`config.mk`:
```
export PLATFORM = sky130hd
export DESIGN_NAME = pir_sequence_stream_parser_top
export DESIGN_NICKNAME = d
export VERILOG_FILES = /design/src/sv/psp_pkg.sv /design/src/sv/pir_sequence_stream_parser_top.sv
export SDC_FILE = /design/constraint.sdc
export NUM_CORES = 1
export LEC_CHECK = 0
export ABC_AREA = 1
export BUFFER_PORTS_ARGS = -buffer_cell sky130_fd_sc_hd__buf_2
export CAP_MARGIN = 20
export CORE_UTILIZATION = 55
export CTS_CLUSTER_SIZE = 14
export DETAILED_ROUTE_END_ITERATION = 8
export PLACE_DENSITY = 0.8
export SETUP_SLACK_MARGIN = 0.15
export SYNTH_ARGS = -nofsm -noshare
export SYNTH_HDL_FRONTEND = slang
export SYNTH_SLANG_ARGS = --single-unit
```
`constraint.sdc`:
```
create_clock -name clk_i -period 6.15 [get_ports clk_i]
set_input_delay 0 -clock clk_i [delete_from_list [all_inputs] [get_ports clk_i]]
set_output_delay 0 -clock clk_i [all_outputs]
set_load 0.05 [all_outputs]
```
`src/sv/psp_pkg.sv`:
```
// Shared types, character codes and flag masks for the PIR sequence stream parser.
package psp_pkg;

  localparam int unsigned CHAIN_LEN_BITS_DEF = 16;
  localparam int unsigned OUT_LEN_W          = 16;
  localparam int unsigned OUT_DATA_W         = 48;
  localparam int unsigned RES_DEPTH          = 4;
  localparam int unsigned MAX_RESULTS        = 3;
  localparam logic [7:0]  MAX_CHAINS_RST     = 8'd64;

  typedef enum logic [2:0] {
    PH_SEEK     = 3'd0,
    PH_HEADER   = 3'd1,
    PH_TITLE    = 3'd2,
    PH_SEQ      = 3'd3,
    PH_SKIPLINE = 3'd4
  } phase_e;

  typedef enum logic [1:0] {
    KIND_RESIDUE   = 2'd0,
    KIND_CHAIN_END = 2'd1,
    KIND_ENTRY_END = 2'd2
  } kind_e;

  typedef enum logic {
    CFG_INSERT_DASHES = 1'b0,
    CFG_MAX_CHAINS    = 1'b1
  } cfg_reg_e;

  localparam logic [7:0] CH_GT     = 8'h3E;  // '>'
  localparam logic [7:0] CH_STAR   = 8'h2A;  // '*'
  localparam logic [7:0] CH_SEMI   = 8'h3B;  // ';'
  localparam logic [7:0] CH_SLASH  = 8'h2F;  // '/'
  localparam logic [7:0] CH_EQ     = 8'h3D;  // '='
  localparam logic [7:0] CH_LPAR   = 8'h28;  // '('
  localparam logic [7:0] CH_RPAR   = 8'h29;  // ')'
  localparam logic [7:0] CH_DOT    = 8'h2E;  // '.'
  localparam logic [7:0] CH_COMMA  = 8'h2C;  // ','
  localparam logic [7:0] CH_DASH   = 8'h2D;  // '-'
  localparam logic [7:0] CH_F      = 8'h46;  // 'F'
  localparam logic [7:0] CH_NL     = 8'h0A;
  localparam logic [7:0] CH_TAB    = 8'h09;
  localparam logic [7:0] CH_SPACE  = 8'h20;

  localparam logic [8:0] FL_FRAGMENT   = 9'h001;
  localparam logic [8:0] FL_PUNCT      = 9'h002;
  localparam logic [8:0] FL_PAREN      = 9'h004;
  localparam logic [8:0] FL_DOTINPAREN = 9'h008;
  localparam logic [8:0] FL_NONEXPJOIN = 9'h010;
  localparam logic [8:0] FL_UNKNOWNPOS = 9'h020;
  localparam logic [8:0] FL_INCOMPLETE = 9'h040;
  localparam logic [8:0] FL_TRUNCATED  = 9'h080;
  localparam logic [8:0] FL_JUXTAPOSE  = 9'h100;

  typedef struct packed {
    kind_e                 kind;
    logic [7:0]            residue;
    logic [OUT_LEN_W-1:0]  chain_length;
    logic [7:0]            chain_count;
    logic [8:0]            entry_flags;
    logic                  overflow_error;
    logic                  last;
  } result_t;

  function automatic result_t mk_result(kind_e kind, logic [7:0] residue,
                                        logic [OUT_LEN_W-1:0] len, logic [7:0] cnt,
                                        logic [8:0] flags, logic err);
    result_t r;
    r.kind           = kind;
    r.residue        = residue;
    r.chain_length   = len;
    r.chain_count    = cnt;
    r.entry_flags    = flags;
    r.overflow_error = err;
    r.last           = 1'b0;
    return r;
  endfunction

endpackage

```
`src/sv/pir_sequence_stream_parser_top.sv`:
```
// PIR sequence stream parser: per-byte parse step feeding a small result queue.
//
//   channel  | direction | transfer when              | payload
//   s_axis   | in        | s_axis_tvalid & tready     | tdata: byte_value; tuser: end_of_file
//   m_axis   | out       | m_axis_tvalid & tready     | tdata: result fields; tuser: kind;
//            |           |                            | tlast: last
//   cfg      | in        | cfg_valid_i & cfg_ready_o  | cfg_index_i, cfg_data_i
//
// One input byte is taken per cycle while s_axis_tready is high; its 0..3 results
// enter a 4-entry queue in the same cycle and leave one per cycle while m_axis_tready
// is high. Input is taken while the queue holds at most one result, so a single
// stalled result does not block the input side. Bytes that make three results are
// paced by the single output port. Reset clears the parser state and the queue;
// config goes to insert_dashes = 0, max_chains = 64. No clearing pass is needed.
module pir_sequence_stream_parser_top #(
  parameter int unsigned CHAIN_LENGTH_BITS = psp_pkg::CHAIN_LEN_BITS_DEF
) (
  input  logic                          clk_i,
  input  logic                          rst_ni,
  input  logic                          s_axis_tvalid,
  output logic                          s_axis_tready,
  input  logic [7:0]                    s_axis_tdata,   // [7:0] byte_value
  input  logic                          s_axis_tuser,   // [0] end_of_file
  output logic                          m_axis_tvalid,
  input  logic                          m_axis_tready,
  // [7:0] residue, [23:8] chain_length, [31:24] chain_count,
  // [40:32] entry_flags, [41] overflow_error, [47:42] zero
  output logic [psp_pkg::OUT_DATA_W-1:0] m_axis_tdata,
  output logic [1:0]                    m_axis_tuser,   // [1:0] kind
  output logic                          m_axis_tlast,
  input  logic                          cfg_valid_i,
  output logic                          cfg_ready_o,
  input  logic                          cfg_index_i,
  input  logic [7:0]                    cfg_data_i
);
  import psp_pkg::*;

  localparam logic [CHAIN_LENGTH_BITS-1:0] LEN_MAX = '1;
  localparam int unsigned QPTR_W = $clog2(RES_DEPTH);
  localparam int unsigned QCNT_W = $clog2(RES_DEPTH + 1);
  localparam logic [QCNT_W-1:0] Q_ROOM = QCNT_W'(RES_DEPTH - MAX_RESULTS);

  // configuration
  logic       dashes_q;
  logic [7:0] max_chains_q;

  // parser state
  phase_e                       phase_q, phase_d;
  logic [1:0]                   hdr_pos_q, hdr_pos_d;
  logic                         hdr_f_q, hdr_f_d;
  logic [1:0]                   line_pos_q, line_pos_d;
  logic [CHAIN_LENGTH_BITS-1:0] len_q, len_d;
  logic [7:0]                   cnt_q, cnt_d;
  logic                         paren_q, paren_d;
  logic                         held_q, held_d;
  logic [7:0]                   held_res_q, held_res_d;
  logic                         slash_q, slash_d;
  logic [8:0]                   flags_q, flags_d;

  // result queue
  result_t           queue_q [RES_DEPTH];
  logic [QPTR_W-1:0] rd_ptr_q, wr_ptr_q;
  logic [QCNT_W-1:0] q_cnt_q;

  result_t    res [MAX_RESULTS];
  logic [1:0] n_res;

  logic       in_fire, out_fire;
  logic [7:0] c;
  logic       eof;
  logic       skip;
  logic       is_letter;
  logic [7:0] cnt_inc;

  assign cfg_ready_o   = 1'b1;
  assign s_axis_tready = (q_cnt_q <= Q_ROOM);
  assign in_fire       = s_axis_tvalid && s_axis_tready;
  assign out_fire      = m_axis_tvalid && m_axis_tready;
  assign c             = s_axis_tdata;
  assign eof           = s_axis_tuser;

  always_ff @(posedge clk_i or negedge rst_ni) begin
    if (!rst_ni) begin
      dashes_q     <= 1'b0;
      max_chains_q <= MAX_CHAINS_RST;
    end else if (cfg_valid_i) begin
      unique case (cfg_reg_e'(cfg_index_i))
        CFG_INSERT_DASHES: dashes_q     <= cfg_data_i[0];
        CFG_MAX_CHAINS:    max_chains_q <= cfg_data_i;
        default: ;
      endcase
    end
  end

  // parse step for one byte
  always_comb begin
    phase_d    = phase_q;
    hdr_pos_d  = hdr_pos_q;
    hdr_f_d    = hdr_f_q;
    line_pos_d = line_pos_q;
    len_d      = len_q;
    cnt_d      = cnt_q;
    paren_d    = paren_q;
    held_d     = held_q;
    held_res_d = held_res_q;
    slash_d    = slash_q;
    flags_d    = flags_q;
    n_res      = 2'd0;
    skip       = 1'b0;
    cnt_inc    = (cnt_q != 8'hFF) ? cnt_q + 8'd1 : cnt_q;
    is_letter  = ((c >= 8'h41) && (c <= 8'h5A)) || ((c >= 8'h61) && (c <= 8'h7A));
    for (int k = 0; k < MAX_RESULTS; k++) begin
      res[k] = mk_result(KIND_RESIDUE, 8'd0, '0, 8'd0, 9'd0, 1'b0);
    end

    if (in_fire) begin
      // resolve a pending slash: truncated or incomplete
      if (phase_q == PH_SEQ && slash_q) begin
        if (!eof && (c == CH_SPACE || c == CH_TAB || c == CH_NL)) begin
          skip = 1'b1;
        end else begin
          slash_d = 1'b0;
          if (eof || c == CH_STAR || c == CH_GT) flags_d = flags_d | FL_TRUNCATED;
          else                                   flags_d = flags_d | FL_INCOMPLETE;
        end
      end

      if (!skip) begin
        if (!eof && phase_q == PH_SEQ && c != CH_STAR && c != CH_GT) begin
          if (line_pos_q != 2'd3) line_pos_d = line_pos_q + 2'd1;
        end

        if ((eof && (phase_q == PH_SEQ || phase_q == PH_SKIPLINE)) ||
            (!eof && phase_q == PH_SEQ && c == CH_GT)) begin
          // end of entry: flush held residue, close a non-empty chain
          if (held_q) begin
            res[n_res] = mk_result(KIND_RESIDUE, held_res_q, '0, 8'd0, 9'd0, 1'b0);
            n_res      = n_res + 2'd1;
          end
          cnt_d = cnt_q;
          if (len_q != '0) begin
            res[n_res] = mk_result(KIND_CHAIN_END, 8'd0, OUT_LEN_W'(len_q), 8'd0,
                                   9'd0, 1'b0);
            n_res      = n_res + 2'd1;
            cnt_d      = cnt_inc;
          end
          res[n_res] = mk_result(KIND_ENTRY_END, 8'd0, '0, cnt_d, flags_d, 1'b0);
          n_res      = n_res + 2'd1;
          len_d      = '0;
          paren_d    = 1'b0;
          held_d     = 1'b0;
          slash_d    = 1'b0;
          hdr_pos_d  = 2'd0;
          hdr_f_d    = 1'b0;
          line_pos_d = 2'd0;
          cnt_d      = 8'd0;
          flags_d    = 9'd0;
          phase_d    = eof ? PH_SEEK : PH_HEADER;
        end else if (eof) begin
          len_d      = '0;
          paren_d    = 1'b0;
          held_d     = 1'b0;
          slash_d    = 1'b0;
          hdr_pos_d  = 2'd0;
          hdr_f_d    = 1'b0;
          line_pos_d = 2'd0;
          cnt_d      = 8'd0;
          flags_d    = 9'd0;
          phase_d    = PH_SEEK;
        end else begin
          unique case (phase_q)
            PH_HEADER: begin
              if (c == CH_NL) begin
                phase_d = PH_TITLE;
              end else begin
                if (hdr_pos_q == 2'd0 && c == CH_F) hdr_f_d = 1'b1;
                if (hdr_pos_q == 2'd2 && c == CH_SEMI && hdr_f_q) begin
                  flags_d = flags_d | FL_FRAGMENT;
                end
                if (hdr_pos_q != 2'd3) hdr_pos_d = hdr_pos_q + 2'd1;
              end
            end
            PH_TITLE, PH_SKIPLINE: begin
              if (c == CH_NL) begin
                line_pos_d = 2'd0;
                phase_d    = PH_SEQ;
              end
            end
            PH_SEQ: begin
              if (c == CH_STAR) begin
                if (held_q) begin
                  res[n_res] = mk_result(KIND_RESIDUE, held_res_q, '0, 8'd0, 9'd0, 1'b0);
                  n_res      = n_res + 2'd1;
                end
                res[n_res] = mk_result(KIND_CHAIN_END, 8'd0, OUT_LEN_W'(len_q), 8'd0,
                                       9'd0, 1'b0);
                n_res      = n_res + 2'd1;
                len_d      = '0;
                paren_d    = 1'b0;
                held_d     = 1'b0;
                slash_d    = 1'b0;
                cnt_d      = cnt_inc;
                if (cnt_inc >= max_chains_q) begin
                  // chain limit: close the entry with error and resync on '>'
                  res[n_res] = mk_result(KIND_ENTRY_END, 8'd0, '0, cnt_inc, flags_d, 1'b1);
                  n_res      = n_res + 2'd1;
                  hdr_pos_d  = 2'd0;
                  hdr_f_d    = 1'b0;
                  line_pos_d = 2'd0;
                  cnt_d      = 8'd0;
                  flags_d    = 9'd0;
                  phase_d    = PH_SEEK;
                end
              end else if (is_letter || (c == CH_DASH && dashes_q)) begin
                if (held_q) begin
                  res[n_res] = mk_result(KIND_RESIDUE, held_res_q, '0, 8'd0, 9'd0, 1'b0);
                  n_res      = n_res + 2'd1;
                end
                held_res_d = (c >= 8'h61 && c <= 8'h7A) ? c - 8'd32 : c;
                held_d     = 1'b1;
                if (len_q != LEN_MAX) len_d = len_q + 1'b1;
              end else if (c == CH_SLASH) begin
                flags_d = flags_d | FL_PUNCT;
                if (len_q == '0) flags_d = flags_d | FL_TRUNCATED;
                else             slash_d = 1'b1;
              end else if (c == CH_EQ) begin
                flags_d = flags_d | FL_PUNCT | FL_JUXTAPOSE;
              end else if (c == CH_LPAR) begin
                paren_d = 1'b1;
                flags_d = flags_d | FL_PUNCT | FL_PAREN;
              end else if (c == CH_RPAR) begin
                paren_d = 1'b0;
                flags_d = flags_d | FL_PUNCT | FL_PAREN;
              end else if (c == CH_DOT) begin
                flags_d = flags_d | FL_PUNCT | (paren_q ? FL_DOTINPAREN : FL_NONEXPJOIN);
              end else if (c == CH_COMMA) begin
                flags_d = flags_d | FL_UNKNOWNPOS;
              end else if (c == CH_NL) begin
                line_pos_d = 2'd0;
              end else if (c == CH_SEMI && line_pos_d == 2'd2) begin
                // text line such as "C;": withdraw the letter before it
                if (held_q) begin
                  held_d = 1'b0;
                  if (len_q != '0 && len_q != LEN_MAX) len_d = len_q - 1'b1;
                end
                phase_d = PH_SKIPLINE;
              end
            end
            default: begin
              if (c == CH_GT) begin
                len_d      = '0;
                paren_d    = 1'b0;
                held_d     = 1'b0;
                slash_d    = 1'b0;
                hdr_pos_d  = 2'd0;
                hdr_f_d    = 1'b0;
                line_pos_d = 2'd0;
                cnt_d      = 8'd0;
                flags_d    = 9'd0;
                phase_d    = PH_HEADER;
              end else begin
                phase_d = PH_SEEK;
              end
            end
          endcase
        end
      end

      if (n_res != 2'd0) res[n_res - 2'd1].last = 1'b1;
    end
  end

  always_ff @(posedge clk_i or negedge rst_ni) begin
    if (!rst_ni) begin
      phase_q    <= PH_SEEK;
      hdr_pos_q  <= 2'd0;
      hdr_f_q    <= 1'b0;
      line_pos_q <= 2'd0;
      len_q      <= '0;
      cnt_q      <= 8'd0;
      paren_q    <= 1'b0;
      held_q     <= 1'b0;
      slash_q    <= 1'b0;
      flags_q    <= 9'd0;
    end else begin
      phase_q    <= phase_d;
      hdr_pos_q  <= hdr_pos_d;
      hdr_f_q    <= hdr_f_d;
      line_pos_q <= line_pos_d;
      len_q      <= len_d;
      cnt_q      <= cnt_d;
      paren_q    <= paren_d;
      held_q     <= held_d;
      slash_q    <= slash_d;
      flags_q    <= flags_d;
    end
  end

  always_ff @(posedge clk_i) begin
    held_res_q <= held_res_d;
  end

  // result queue: push up to three per transfer, pop one
  always_ff @(posedge clk_i) begin
    for (int k = 0; k < MAX_RESULTS; k++) begin
      if (2'(k) < n_res) queue_q[wr_ptr_q + QPTR_W'(k)] <= res[k];
    end
  end

  always_ff @(posedge clk_i or negedge rst_ni) begin
    if (!rst_ni) begin
      rd_ptr_q <= '0;
      wr_ptr_q <= '0;
      q_cnt_q  <= '0;
    end else begin
      wr_ptr_q <= wr_ptr_q + QPTR_W'(n_res);
      if (out_fire) rd_ptr_q <= rd_ptr_q + 1'b1;
      q_cnt_q  <= q_cnt_q + QCNT_W'(n_res) - QCNT_W'(out_fire);
    end
  end

  always_comb begin
    m_axis_tvalid = (q_cnt_q != '0);
    m_axis_tuser  = queue_q[rd_ptr_q].kind;
    m_axis_tlast  = queue_q[rd_ptr_q].last;
    m_axis_tdata  = {6'd0,
                     queue_q[rd_ptr_q].overflow_error,
                     queue_q[rd_ptr_q].entry_flags,
                     queue_q[rd_ptr_q].chain_count,
                     queue_q[rd_ptr_q].chain_length,
                     queue_q[rd_ptr_q].residue};
  end

endmodule

```
==> summary.md <==
| Metric | Value |
|---|---|
| Outcome | `completed` |
| Syn Area/Cell | `8.12 um2` |
| Post-Route WL | `43.3 mm` |
| Post-DP HPWL | `30.6 mm` |
| Total Die Area | `0.0278 mm2` |
| Post-CTS resize count | `0` |
| Antenna violations before repair | `0` |
| Grt total ovfl | `0` |
| I/O pins | `77` |
| CP Class | `flip-flop to flip-flop` |
| CP Capture Type | `flip-flop` |
| Post-synth top cells | `405 x nand2_1, 301 x nor2_1, 188 x edfxtp_1` |
| Skew final | `16.6 ps` |
| Gate Count Post-Synth | `1839` |
| Final hold vios | `0` |
| RSZ-0062 raised after global routing | `false` |
| Synth area leaders | `edfxtp_1 38%, nand2_1 10%, dfrtp_1 9.9%` |
| Die extent in y | `167 um` |
| First-pass GRT wire length | `68.6 mm` |
| Filler Cells Inserted | `2265` |
| Inserted Diodes | `0` |
| FMAX | `186 MHz` |
| Initial core utilization | `56.7%` |
| Data required time of the worst path | `6340 ps` |
| Most frequent CP cell | `nand2_1` |
| Clock Pin Slew Worst Setup and Hold Paths | `60 ps` |
| IO buf count | `69` |
| Die Width | `167 um` |
| Crit path cell chain | `ha_1 > nand3_1 > inv_1 > nand2_1 > o21ai_0 > ha_1 > nand2_1 > inv_1 > nand2_1 > nand2_1 > a21oi_1 > nand2_1 > inv_1 > ha_1 > nor2_1 > nand2_2 > nand2_4 > nand2_8 > nor2_4 > nand2_1 > nand2_2 > inv_1 > nand2_2 > buf_4` |
| Rows | `59` |
| Rel. slew slack | `39.2%` |
| CTS H-tree lvls | `1` |
| CTS buffer count | `27` |
| Crit-path slowest cell | `nand2_2` |
| Max Cap Violations | `0` |
| Worst-Skew Late Latency | `540 ps` |
| Clk root buf | `clkbuf_16` |
| Most frequent cell after synthesis | `nand2_1` |
| CP arrival | `5580 ps` |
| CP Launch Type | `flip-flop` |
| HP Class | `input pin to flip-flop` |
| CTS max path bufs | `3` |
| Post-synth top area share | `37.8%` |
| Vias per cell | `5.97` |
| CORE AREA | `0.0264 mm2` |
| Setup TNS | `0 ps` |
| All-Layer GR Usage | `31.4%` |
| Vias in the first global route | `12700` |
| Final period util | `87.6%` |
| Non-filler cells, final | `2250` |
| Synth Register Bits | `248` |
| Unique masters post-synth | `52` |
| Async set-reset flop share out of synthesis | `24.2%` |
| Reg2reg start | `cnt_q[0]` |
| Top FF cell, synth | `edfxtp_1` |
| Cell type with the highest aggregate area in the netlist | `edfxtp_1` |
| Drt initial violations | `1479` |
| DRC | `0` |
| Layout cells sized above 1 | `10.6%` |
| Final ANT Viol Nets | `0` |
| DR vias | `13400` |
| Tmin final | `5380 ps` |
| NumNets Final | `1963` |
| Max-slew violation count | `0` |
| Final Setup Violations | `0` |
| Routability Congestion | `0.979` |
| Largest delay share family, worst path | `simple AND/OR/NAND/NOR gates` |
| Pin count of the biggest net entering global routing | `93` |
| CP max FO | `24` |
| Wire per inst | `19.2 um` |
| Clock sink count | `248` |
| Inst Count DP | `2180` |
| Crit. Startpoint | `cnt_q[0]` |
| Drt pass-1 iters | `6` |
| EDFF count, synth | `188` |
| Sequential area share after synthesis | `47.9%` |
| HP Start | `cfg_index_i` |
| Synthesis Warnings | `0` |
| Buf+Inv Stages, Crit Path | `5` |
| Synthesized area | `0.0149 mm2` |
| Leak | `6.51 nW` |
| CP peak stage delay | `500 ps` |
| VDD IR max | `0.000284 V` |
| Slew at the pin with the worst max-slew slack | `913 ps` |
| Syn-to-layout area delta | `10.6%` |
| Pwr per Cell Area | `322 mW/mm2` |
| CTS tree | `yes` |
## power breakdown
group	leakage (nW)	total (W)	switching [W]	internal (W)
clock	0.435	0.00165	0.000675	0.000974
sequential	2.12	0.00186	0.0000341	0.00183
combinational	3.96	0.00181	0.00142	0.000391
## cell type report
| type | count | area, um2 | share of cell area (%) |
|---|---|---|---|
| clock inverter | 17 | 205 | 1.24 |
| timing repair buffer | 103 | 681 | 4.12 |
| tap | 335 | 419 | 2.54 |
| inverter | 163 | 614 | 3.72 |
| sequential | 248 | 7150 | 43.3 |
| clock buffer | 30 | 687 | 4.16 |
| multi-input combinational | 1354 | 6770 | 41.0 |
## final timing paths
check	to	slack, ps	cells past startpoint
min in group asynchronous	len_q[8]	150	3
setup / recovery	queue_q[2][23]	770	24
hold / removal	max_chains_q[6]	50	3
max in group asynchronous	rd_ptr_q[0]	5380	3
setup reg to reg	queue_q[2][23]	770	24
hold reg to reg	hdr_f_q	480	2
## metal layers
layer	global-route usage, %	share of wire, %
met4	10.5	3.4
met1	43.4	41
met2	48.6	44
met5	0	0
met3	7.39	11
## state kept, by name, summed over array words and instances, names as in the netlist
register	count
queue_q	180
len_q	16
flags_q	9
cnt_q	8
held_res_q	8
max_chains_q	8
phase_q	3
q_cnt_q	3
hdr_pos_q	2
line_pos_q	2
rd_ptr_q	2
wr_ptr_q	2
dashes_q	1
hdr_f_q	1
held_q	1
paren_q	1
slash_q	1
## through the flow
stage	hold slack (ps)	setup slack, ps	util, %	instance area [um2]	total power, W
2_1_floorplan	-296	1780	-	15000	0.00325
3_3_place_gp	212	1060	58.5	15400	0.00366
3_5_place_dp	225	861	58.5	15400	0.00369
4_1_cts	53.0	842	62.7	16500	0.00532
5_1_grt	149	399	62.7	16500	0.00554
6_report	47.1	765	62.7	16500	0.00532
## repair_timing
action                                  CTS  global route
endpoints found under the setup margin    0             0
setup buffers                             0             0
hold buffers                             22             0
endpoints found under the hold margin    85             0
## cell families (layout without fill, tap and decap cells)
group           Yosys count  after routing  synth area share (%)
fa+ha+maj                43             43                  3.70
simple gates            947            947                  27.5
other cells               2              7                0.0503
buf+inv                 242            313                  7.01
xor+xnor                 20             20                  1.17
flops                   248            248                  47.9
compound gates          337            337                  12.7
## layout by cell type, fill, tap and decap left out, types with 8 or more instances in the layout
cell	instances
ha_1	41
inv_2	17
edfxtp_1	188
o21ai_0	159
clkbuf_16	27
nand2_4	8
xor2_1	8
nand4_1	27
nand3_1	132
inv_1	144
dlygate4sd3_1	22
nand2_1	401
a31oi_1	8
nand2_2	25
dfrtp_1	58
buf_2	69
o22ai_1	88
nor3_1	21
a21oi_1	51
buf_4	9
xnor2_1	12
nor2_1	301
nor2_2	8
## worst min-delay path: stages
cell     delay [ps]
buf_2           110
nand2_1         350
a21oi_1         130
Note: power is estimated with default switching activity, not from simulation.
